--- src/sv/block_map_allocator_macros.svh ---
// ----------------------------------------------------------------------------
// Block map allocator assertion macros
// Concurrent assertion wrappers used by the block map allocator RTL.
// ----------------------------------------------------------------------------
`ifndef BLOCK_MAP_ALLOCATOR_MACROS_SVH
`define BLOCK_MAP_ALLOCATOR_MACROS_SVH

`ifndef NO_ASSERTIONS

// Checked outside reset only.
`define BMA_ASSERT(lbl, prop, msg) \
    lbl: assert property (@(posedge clk) disable iff (!rst_n) prop) else $error(msg);

// Checked at every edge, reset included.
`define BMA_ASSERT_ALWAYS(lbl, prop, msg) \
    lbl: assert property (@(posedge clk) prop) else $error(msg);

`else

`define BMA_ASSERT(lbl, prop, msg)
`define BMA_ASSERT_ALWAYS(lbl, prop, msg)

`endif

`endif

--- src/sv/bma_pkg.sv ---
// ----------------------------------------------------------------------------
// Block map allocator package
// Pool geometry, field widths, status and operation codes, map command type.
// ----------------------------------------------------------------------------
package bma_pkg;

    localparam int TABLE_BLOCKS = 256;
    localparam int BLOCK_BYTES  = 32;
    localparam int POOL_BYTES   = TABLE_BLOCKS * BLOCK_BYTES;

    localparam int ADDR_W       = $clog2(TABLE_BLOCKS);
    localparam int CNT_W        = $clog2(TABLE_BLOCKS + 1);

    localparam int BYTES_W      = 16;
    localparam int OFFSET_W     = 13;
    localparam int USED_W       = 9;
    localparam int PCT_W        = 7;
    localparam int PCT_SCALE    = 100;

    localparam logic [1:0] STATUS_OK    = 2'd0;
    localparam logic [1:0] STATUS_NOFIT = 2'd1;
    localparam logic [1:0] STATUS_RANGE = 2'd2;

    localparam logic OP_ALLOC = 1'b0;
    localparam logic OP_FREE  = 1'b1;

    // One access to the block map per cycle.
    typedef struct packed {
        logic              set_en;
        logic              clr_en;
        logic [ADDR_W-1:0] addr;
        logic [CNT_W-1:0]  len;
    } map_cmd_t;

endpackage

--- src/sv/bma_block_map.sv ---
// ----------------------------------------------------------------------------
// Block map storage
// Run length memory plus one in-use flag per block, cleared at reset.
// ----------------------------------------------------------------------------
module bma_block_map (
    input  logic                      clk,
    input  logic                      rst_n,
    input  bma_pkg::map_cmd_t         cmd,
    output logic                      cur_used,
    output logic [bma_pkg::CNT_W-1:0] rd_len
);
    import bma_pkg::*;

    logic [CNT_W-1:0]        len_mem_reg [TABLE_BLOCKS];
    logic [TABLE_BLOCKS-1:0] used_reg;
    logic [CNT_W-1:0]        rd_len_reg;
    logic                    rd_used_reg;

    // The flag says whether the entry is nonzero; the memory is only
    // meaningful where the flag is set.
    always_ff @(posedge clk or negedge rst_n)
    begin
        if (!rst_n)
        begin
            used_reg    <= '0;
            rd_used_reg <= 1'b0;
        end
        else
        begin
            if (cmd.set_en)
            begin
                used_reg[cmd.addr] <= 1'b1;
            end
            else if (cmd.clr_en)
            begin
                used_reg[cmd.addr] <= 1'b0;
            end
            rd_used_reg <= used_reg[cmd.addr];
        end
    end

    always_ff @(posedge clk)
    begin
        if (cmd.set_en)
        begin
            len_mem_reg[cmd.addr] <= cmd.len;
        end
        rd_len_reg <= len_mem_reg[cmd.addr];
    end

    assign cur_used = used_reg[cmd.addr];
    assign rd_len   = rd_used_reg ? rd_len_reg : '0;

endmodule

--- src/sv/block_map_allocator.sv ---
// ----------------------------------------------------------------------------
// Block map allocator
// First-fit, top-down block allocator over a run length map.
// ----------------------------------------------------------------------------
// Usage:
// A command transfer happens on a rising edge with start high and busy low;
// operation selects allocate or free, with request_bytes or release_offset.
// Exactly one result follows, shown for one cycle with done high: status,
// granted_offset, used_blocks and usage_percent. The receiver cannot stall,
// so the result must be taken in that cycle.
// Flow: a rejected command (zero size, oversized, offset out of range)
// goes straight from idle to the report state. An allocate scans one map
// entry per cycle through the single map port from the top block down,
// then writes one entry per cycle of the run and reports. A free reads the
// stored length through the FREE_RD and FREE_LEN states and clears one
// entry per cycle. Busy stays high for the whole command and drops in the
// cycle done is shown, so the next command can be transferred while a
// result is on the ports.
// Reset clears every in-use flag and the used count at once, so the block
// accepts commands as soon as reset is released.
// ----------------------------------------------------------------------------
`include "block_map_allocator_macros.svh"

module block_map_allocator (
    input  logic                         clk,
    input  logic                         rst_n,
    input  logic                         start,
    output logic                         busy,
    input  logic                         operation,
    input  logic [bma_pkg::BYTES_W-1:0]  request_bytes,
    input  logic [bma_pkg::BYTES_W-1:0]  release_offset,
    output logic                         done,
    output logic [1:0]                   status,
    output logic [bma_pkg::OFFSET_W-1:0] granted_offset,
    output logic [bma_pkg::USED_W-1:0]   used_blocks,
    output logic [bma_pkg::PCT_W-1:0]    usage_percent
);
    import bma_pkg::*;

    typedef enum logic [2:0] {
        ST_IDLE,
        ST_SCAN,
        ST_MARK,
        ST_FREE_RD,
        ST_FREE_LEN,
        ST_FREE_CLR,
        ST_REPORT
    } state_t;

    localparam logic [ADDR_W-1:0] ADDR_MAX = ADDR_W'(TABLE_BLOCKS - 1);

    state_t               state_reg, state_next;
    logic [ADDR_W-1:0]    addr_reg, addr_next;
    logic [CNT_W-1:0]     need_reg, need_next;
    logic [CNT_W-1:0]     run_reg, run_next;
    logic [CNT_W-1:0]     cnt_reg, cnt_next;
    logic [CNT_W-1:0]     used_reg, used_next;
    logic [1:0]           status_reg, status_next;
    logic [OFFSET_W-1:0]  granted_reg, granted_next;
    logic [USED_W-1:0]    res_used_reg, res_used_next;
    logic                 done_reg, done_next;

    map_cmd_t             map_cmd;
    logic                 map_used;
    logic [CNT_W-1:0]     map_len;

    logic [BYTES_W:0]     need_wide;
    logic [BYTES_W-1:0]   idx_wide;
    logic [31:0]          granted_wide;
    logic [CNT_W-1:0]     run_inc;
    logic [16:0]          pct_wide;
    logic                 fail_shown;

    bma_block_map u_map (
        .clk      (clk),
        .rst_n    (rst_n),
        .cmd      (map_cmd),
        .cur_used (map_used),
        .rd_len   (map_len)
    );

    // Block count of the request, rounded up.
    assign need_wide    = (BYTES_W+1)'(({1'b0, request_bytes}
                          + (BYTES_W+1)'(BLOCK_BYTES - 1)) / BLOCK_BYTES);
    assign idx_wide     = BYTES_W'(release_offset / BLOCK_BYTES);
    assign granted_wide = 32'(addr_reg) * 32'(BLOCK_BYTES);
    assign run_inc      = map_used ? '0 : run_reg + 1'b1;

    always_comb
    begin
        map_cmd        = '0;
        map_cmd.addr   = addr_reg;
        map_cmd.len    = need_reg;
        map_cmd.set_en = (state_reg == ST_MARK);
        map_cmd.clr_en = (state_reg == ST_FREE_CLR);
    end

    always_comb
    begin
        state_next    = state_reg;
        addr_next     = addr_reg;
        need_next     = need_reg;
        run_next      = run_reg;
        cnt_next      = cnt_reg;
        used_next     = used_reg;
        status_next   = status_reg;
        granted_next  = granted_reg;
        res_used_next = res_used_reg;
        done_next     = 1'b0;

        case (state_reg)
            ST_IDLE:
            begin
                if (start)
                begin
                    granted_next = '0;
                    status_next  = STATUS_OK;
                    if (operation == OP_ALLOC)
                    begin
                        if (request_bytes == '0 ||
                            need_wide > (BYTES_W+1)'(TABLE_BLOCKS))
                        begin
                            status_next = STATUS_NOFIT;
                            state_next  = ST_REPORT;
                        end
                        else
                        begin
                            need_next  = need_wide[CNT_W-1:0];
                            addr_next  = ADDR_MAX;
                            run_next   = '0;
                            state_next = ST_SCAN;
                        end
                    end
                    else if (32'(release_offset) >= 32'(POOL_BYTES))
                    begin
                        status_next = STATUS_RANGE;
                        state_next  = ST_REPORT;
                    end
                    else
                    begin
                        addr_next  = idx_wide[ADDR_W-1:0];
                        state_next = ST_FREE_RD;
                    end
                end
            end

            ST_SCAN:
            begin
                run_next = run_inc;
                if (run_inc == need_reg)
                begin
                    // The run covers this block and the ones just above it.
                    granted_next = granted_wide[OFFSET_W-1:0];
                    used_next    = used_reg + need_reg;
                    cnt_next     = need_reg;
                    state_next   = ST_MARK;
                end
                else if (addr_reg == '0)
                begin
                    status_next = STATUS_NOFIT;
                    state_next  = ST_REPORT;
                end
                else
                begin
                    addr_next = addr_reg - 1'b1;
                end
            end

            ST_MARK:
            begin
                if (cnt_reg == CNT_W'(1))
                begin
                    state_next = ST_REPORT;
                end
                else
                begin
                    addr_next = addr_reg + 1'b1;
                    cnt_next  = cnt_reg - 1'b1;
                end
            end

            ST_FREE_RD:
            begin
                state_next = ST_FREE_LEN;
            end

            ST_FREE_LEN:
            begin
                cnt_next   = map_len;
                state_next = (map_len == '0) ? ST_REPORT : ST_FREE_CLR;
            end

            ST_FREE_CLR:
            begin
                if (map_used)
                begin
                    used_next = used_reg - 1'b1;
                end
                // Clearing stops at the last block of the table.
                if (cnt_reg == CNT_W'(1) || addr_reg == ADDR_MAX)
                begin
                    state_next = ST_REPORT;
                end
                else
                begin
                    addr_next = addr_reg + 1'b1;
                    cnt_next  = cnt_reg - 1'b1;
                end
            end

            ST_REPORT:
            begin
                res_used_next = USED_W'(used_reg);
                done_next     = 1'b1;
                state_next    = ST_IDLE;
            end

            default:
            begin
                state_next = ST_IDLE;
            end
        endcase
    end

    always_ff @(posedge clk or negedge rst_n)
    begin
        if (!rst_n)
        begin
            state_reg    <= ST_IDLE;
            used_reg     <= '0;
            done_reg     <= 1'b0;
            addr_reg     <= '0;
            need_reg     <= '0;
            run_reg      <= '0;
            cnt_reg      <= '0;
            status_reg   <= STATUS_OK;
            granted_reg  <= '0;
            res_used_reg <= '0;
        end
        else
        begin
            state_reg    <= state_next;
            used_reg     <= used_next;
            done_reg     <= done_next;
            addr_reg     <= addr_next;
            need_reg     <= need_next;
            run_reg      <= run_next;
            cnt_reg      <= cnt_next;
            status_reg   <= status_next;
            granted_reg  <= granted_next;
            res_used_reg <= res_used_next;
        end
    end

    assign pct_wide       = 17'(17'(res_used_reg) * 17'(PCT_SCALE) / TABLE_BLOCKS);

    assign busy           = (state_reg != ST_IDLE);
    assign done           = done_reg;
    assign status         = status_reg;
    assign granted_offset = granted_reg;
    assign used_blocks    = res_used_reg;
    assign usage_percent  = pct_wide[PCT_W-1:0];

    assign fail_shown     = done_reg && (status_reg != STATUS_OK);

    `BMA_ASSERT_ALWAYS(a_done_not_busy, done_reg |-> !busy, "result shown while busy")
    `BMA_ASSERT_ALWAYS(a_used_bound, used_reg <= CNT_W'(TABLE_BLOCKS), "used count overflow")
    `BMA_ASSERT(a_start_busy, (start && !busy) |=> busy, "command transfer did not start work")
    `BMA_ASSERT(a_fail_no_offset, fail_shown |-> granted_reg == '0, "offset on failed result")
    `BMA_ASSERT(a_mark_free, (state_reg == ST_MARK) |-> !map_used, "marking a block in use")

endmodule
--- config.mk ---
export PLATFORM = sky130hd
export DESIGN_NAME = block_map_allocator
export DESIGN_NICKNAME = d
export VERILOG_FILES = /design/src/sv/bma_pkg.sv /design/src/sv/bma_block_map.sv /design/src/sv/block_map_allocator.sv
export VERILOG_INCLUDE_DIRS = /design/src /design/src/sv
export SDC_FILE = /design/constraint.sdc
export NUM_CORES = 2
export LEC_CHECK = 0
export ABC_AREA = 1
export BUFFER_PORTS_ARGS = -buffer_cell sky130_fd_sc_hd__buf_2
export CELL_PAD_IN_SITES_DETAIL_PLACEMENT = 0
export CELL_PAD_IN_SITES_GLOBAL_PLACEMENT = 1
export CORE_MARGIN = 3
export CORE_UTILIZATION = 53
export DETAILED_ROUTE_END_ITERATION = 6
export GPL_TIMING_DRIVEN = 1
export PLACE_DENSITY = 0.81
export SETUP_SLACK_MARGIN = 0.5
export SLEW_MARGIN = 20
export SYNTH_ARGS = -nofsm -noshare
export SYNTH_HDL_FRONTEND = slang
export SYNTH_SLANG_ARGS = --single-unit
--- constraint.sdc ---
create_clock -name clk -period 6.8 [get_ports clk]
set_input_delay 0.34 -clock clk [delete_from_list [all_inputs] [get_ports clk]]
set_output_delay 0.34 -clock clk [all_outputs]
set_load 0.005 [all_outputs]
Word-level counts from Yosys, hierarchy flattened. Memories as Yosys holds them, arrays and structs flattened. A register that Yosys moved wholly into a read port is not among the register bits. Index checks and enable logic that the tools add are counted.

Memories: 1. Input port bits: 36. Output and inout bits: 33. Flip-flop bits (word level): 329. RAM bits: 2304. Word-level logic and storage cells: 126.

Add/subtract/negate cells: 7. $lt $le $gt $ge: 4. Bitwise logic cells: 5. Muxes and demuxes: 51. $mul: 1. Reduce and logical (&&, ||, !) cells: 21. Equality and inequality tests: 24.

Memories: u_map.len_mem_reg (depth 256, width 9, read ports 1, clocked after Yosys merged registers in 1, wr ports 1, RTL line bma_block_map.sv:14) `logic [CNT_W-1:0] len_mem_reg [TABLE_BLOCKS];`.

Operators with widths (number): 256-bit 2-to-1 mux (2); 256-bit bitwise AND (1); 256-bit NOT (1); 256-bit bitwise OR (1); 9-bit 2-to-1 mux (10); 8-bit 2-to-1 mux (8); 9-bit case mux with 2 select lines (2); 9-bit case mux with 4 select lines (1); 8-bit case mux with 4 select lines (1); 13-bit 2-to-1 mux (2); 13-bit case mux with 2 select lines (1); 3-bit 2-to-1 mux (8); 4-bit AND reduction (5); 2-bit != test (second input constant) (9); 3-bit case mux with 6 select lines (1); 9-bit by 1-bit subtractor with 9-bit output (second input constant) (2); 16-bit by 5-bit adder with 17-bit output (second input constant) (1); 16-bit by 14-bit >= comparator with 1-bit output (second input constant) (1); 16-bit zero test (1); 9-bit by 5-bit multiplier with 13-bit output (second input constant) (1); 12-bit by 9-bit greater-than comparator with 1-bit output (second input constant) (1); 2-bit 2-to-1 mux (6); 9-bit by 1-bit adder with 9-bit output (second input constant) (1); 9-bit adder (1); 27 further kinds (45).

Logic depth before layout (Yosys ltp).
Word-level depth: 8. Depth in mapped cells: 29. Mapped depth without buffers: 25.

By module. From an unflattened synthesis, not the netlist that was laid out.

Cell total of the unflattened synthesis: 11267. Area, all modules: 113816.7 um2.

Modules (own cells, without submodules): bma_block_map (area an instance 108211.3 um2, seq. area each 75797.7 um2, cells an instance 10481, times used 1); block_map_allocator (area an instance 5605.4 um2, seq. area each 1676.6 um2, cells an instance 786, times used 1).

Worst setup path before layout. OpenSTA, ideal clock, no wires.

Kind: flip-flop to flip-flop. Start: reg need_reg[0]. End: reg used_reg[7]. Buffers on the path: 0. Setup time: 0.122 ns. Period minus slack after synthesis: 5.831 ns. Data required time: 6.678 ns. Slack: 0.969 ns. Cell stages (with the launch flop): 16. Data arrival time: 5.709 ns. Path through: dfrtp_1 inv_1 ha_1 or2_2 nand3_1 ha_1 a21oi_1 o21ai_0 a21oi_1 nor2_1 nor2_1 nor2_1 o21ai_0 nand2_1 xnor2_1 o21ai_2.

Cells in the longest elaborated chain, start to end: 3. Elaborated cells between the ends (all ways): 6. Classes of those cells: add/sub: 1; eq/ne: 2; mux: 2; reduce/logical: 1.

RTL lines: from (decl) (RTL line block_map_allocator.sv:54) `logic [CNT_W-1:0] need_reg, need_next;`; from (signal assigned) (RTL line block_map_allocator.sv:246) `need_reg <= need_next;`; 9-bit adder or 9-bit == test (tied branches) (RTL line block_map_allocator.sv:154, block_map_allocator.sv:150); 9-bit 2-to-1 mux or 2-bit != test (tied branches); 9-bit case mux with 2 select lines or 3-bit AND reduction (tied branches); to (signal assigned) (RTL line block_map_allocator.sv:243) `used_reg <= used_next;`; to (decl) (RTL line block_map_allocator.sv:57) `logic [CNT_W-1:0] used_reg, used_next;`.

Several ways; a longest one is shown, not always the timed one. The select of a mux whose other input is x is not followed. A chain may end at the register's enable or synchronous reset.

Worst setup path in the final report.
Start: reg addr_reg[0]. End: reg status_reg[1] (netlist: status[1]).

Cells in the longest elaborated chain, start to end: 6. Elaborated cells between the ends (all ways): 8. Classes of those cells: eq/ne: 3; mux: 3; reduce/logical: 2.

RTL lines: from (decl) (RTL line block_map_allocator.sv:53) `logic [ADDR_W-1:0] addr_reg, addr_next;`; from (signal assigned) (RTL line block_map_allocator.sv:245) `addr_reg <= addr_next;`; 1-bit binary-select mux with 8-bit select (RTL line bma_block_map.sv:51) `assign cur_used = used_reg[cmd.addr];`; 1-bit 2-to-1 mux (implied by the code) (RTL line bma_block_map.sv:51); 9-bit 2-to-1 mux (RTL line block_map_allocator.sv:87) `assign run_inc = map_used ? '0 : run_reg + 1'b1;`; 9-bit == test (RTL line block_map_allocator.sv:150) `if (run_inc == need_reg)`; 2-bit != test (no line); 4-bit AND reduction (no line) (*); to (signal assigned) (RTL line block_map_allocator.sv:249) `status_reg <= status_next;`; to (decl) (RTL line block_map_allocator.sv:58) `logic [1:0] status_reg, status_next;`.

Every way passes the cells marked *; elsewhere a longest branch is shown, timed or not. The select of a mux whose other input is x is not followed.

==> results.yml <==
setup_path:
  critical_path_class: "flop to flop"
  cp_data_arrival_time_ns: 6.29
  crit_required_ns: 7.62
  path_common_cell: "nand2_1"
  cp_top_family: "simple AND/OR/NAND/NOR gates"
  path_cells: "inv_4 > buf_12 > nand2_1 > nand2_1 > nand2_1 > nand2_1 > nand2_1 > nand2_1 > nor2_1 > nor2_1 > nor2_1 > nand2_1 > nand2_1 > nand2_1 > nor2_4 > nand2_1 > xor2_1 > nor2_2 > nand4_2 > nand2_1 > nand2_1 > o21ai_0 > dlygate4sd3_1"
  worstSetupStartpointType: "flop"
  slowest_delay_ns: 0.81
  worstSetupEndpointType: "flop"
  cp_num_buf_inv: 3
  crit_fanout: 59
  cp_slowest_cell: "dfrtp_4"
global_routing:
  first_global_vias: 63600
  antenna_found_initial: 10
  grt_usage_pct: 28.8
  grt_overflow_total: 0
  grt_max_degree: 229
  grt_pass1_wl_um: 427000
logic_synthesis:
  syn_area_per_cell_um2: 13.7
  postSynthCellCount: 7539
  yosysMostFrequentCell: "edfxtp_1"
  ys_ff_latch: 2637
  synth_area_mm2: 0.103
  synth_ff_type: "edfxtp_1"
  yosys-top-cells-area: "edfxtp_1, a22oi_1, dfrtp_1"
  synth_edf_count: 2304
  synth_common_cells: "edfxtp_1, a22oi_1, nand2_1"
  synth_async_sr_flop_share_pct: 12.3
  synth_top_area_cell: "edfxtp_1"
  synth_top_area_share_pct: 66.9
  ys_warn_count: 0
  synth_cell_types: 56
  synth_seq_area_share_pct: 74.9
floorplanning:
  dieArea_mm2: 0.201
  rows: 161
  die_y_um: 448
  ioPinCount: 69
  dieWidth_um: 448
  initial_core_util_pct: 53.5
  core_mm2: 0.193
detailed_routing:
  dr.first_iter.drc_count: 8824
  drc: 0
  routedWlPerCell_um: 28.4
  first_pass_iters: 6
  ant_nets: 0
  avgViaCountPerCell: 6.47
  vias: 66700
  wirelength_um: 293000
finish:
  fill_cells: 14600
  register_area_mm2: 0.0775
  layout-drive-gt1-share_pct: 9.07
  largest_reg_flops: 2304
  multiInputGateArea_mm2: 0.0238
  area.growth.synth_to_final_pct: 11.8
  fin_cells: 10300
  finalInstanceArea_mm2: 0.116
  layout.nets: 7660
clock_tree:
  cts-root-buf: "clkbuf_16"
  clockBufferDepth: 4
  path_clk_slew_ns: 0.06
  cts_tree: "built"
  htree_levels: 5
  insertion_delay_ns: 0.95
  postCtsResizedCells: 0
  numCtsBuffers: 277
  clock_sinks: 2637
place:
  place_area_mm2: 0.107
  dpl.hpwl_um: 170000
  gp_congestion: 0.916
  dp.cells: 9787
  dp_slack_ns: 1.90
  io_buffers: 58
sta:
  finalWorstSetupSlack_ns: 1.34
  skew_ns: 0.0747
  setup_viol: 0
  post-route-min-period_ns: 5.46
  hold_viol_final: 0
  drv_slew: 0
  slew-limit-headroom_pct: 13.3
  worstMarginPinSlew_ns: 1.29
  rsz0062_at_grt: "false"
  fmax_mhz: 183
  period_share_pct: 80.4
  setup_total_negative_slack_ns: 0
pwr:
  pwr_density_cell_mw_per_mm2: 451
  ir_drop_uv: 561
  p_leak_nw: 38.5
outcome:
  status: "complete, no violations"
hold_path:
  hold_class: "primary input to asynchronous set/reset pin"
job:
  maxCapViolations: 0
==> layout make-up <==
class                           count  share of cell area, %
Clock buffer                      356                   6.44
Timing Repair Buffer              257                   1.97
Antenna cell                        4                0.00865
Multi-Input combinational cell   4270                   20.5
Inverter                          131                  0.453
Tap cell                         2526                   2.73
Sequential cell                  2637                   67.0
Clock inverter                    126                  0.855
==> placed cells by master, fill, tap and decap left out, types with 10 or more instances in the layout <==
cell,instances
clkbuf_1,62
nor4_2,11
clkbuf_16,282
o22ai_1,47
a21oi_1,577
nor2_1,361
clkinv_2,50
a22oi_1,1158
nor2_4,22
ha_1,45
dfrtp_1,313
bufinv_16,14
o21ai_2,16
nor3_1,13
clkinv_1,47
nand4_1,15
o21ai_0,566
edfxtp_1,2304
buf_4,132
inv_1,117
xor2_1,27
o41ai_1,18
buf_2,57
dlygate4sd3_1,33
nor4_1,91
or4_1,16
nand3_1,71
nor2_2,13
clkbuf_8,12
dfrtp_4,10
buf_12,32
nand2_1,1115
==> where the power goes <==
group / internal, mW / switching (mW)
clock: 8.26 / 6.05
sequential: 19.8 / 0.833
combinational: 4.32 / 12.8
==> what timing repair did <==
action | in CTS | in global routing
buffers inserted | 0 | 0
hold endpoints to repair | 108 | 0
hold buffers | 33 | 0
==> routing by layer <==
layer | GRT usage [%] | vias up | routed length, µm | share of wire (%)
met5 | 0 | - | 57 | 0.019
met4 | 12.4 | 6 | 13500 | 4.6
met3 | 6.48 | 666 | 31500 | 11
met2 | 44.1 | 3706 | 135000 | 46
met1 | 40.1 | 33400 | 112000 | 38
li1 | - | 28900 | - | -
==> final timing paths <==
path	to	cells after the start	start	slack, ns
worst max-delay path	status[1]	23	addr_reg[0]	1.34
worst min-delay path	used_reg[0]	2	rst_n	0.06
worst max register to register	status[1]	23	addr_reg[0]	1.34
worst min register to register	used_reg[0]	2	used_reg[0]	0.48
max in group asynchronous	asynchronous set/reset pin	3	rst_n	5.37
min in group clk	run_reg[8]	6	request_bytes[15]	0.13
==> kinds of logic (layout without fill, tap and decap cells) <==
group,after synthesis,count (layout),share of synthesized area (%)
buf+inv,636,870,2.43
fa+ha+maj,50,50,0.641
simple gates,1755,1755,6.92
other cells,1,9,0.00362
flops,2637,2637,74.9
compound gates,2424,2424,14.8
xor+xnor,36,36,0.305
==> metrics by stage <==
stage	util [%]	hold WS [ns]	power [mW]
finish	59.8	0.0633	52.2
global placement	55.2	0.402	37.4
detailed placement	55.3	0.407	37.7
CTS	59.8	0.0291	51.9
floorplan	-	0.0444	30.5
global route	59.8	0.0892	53.9
Note: power is estimated with default switching activity, not from simulation.
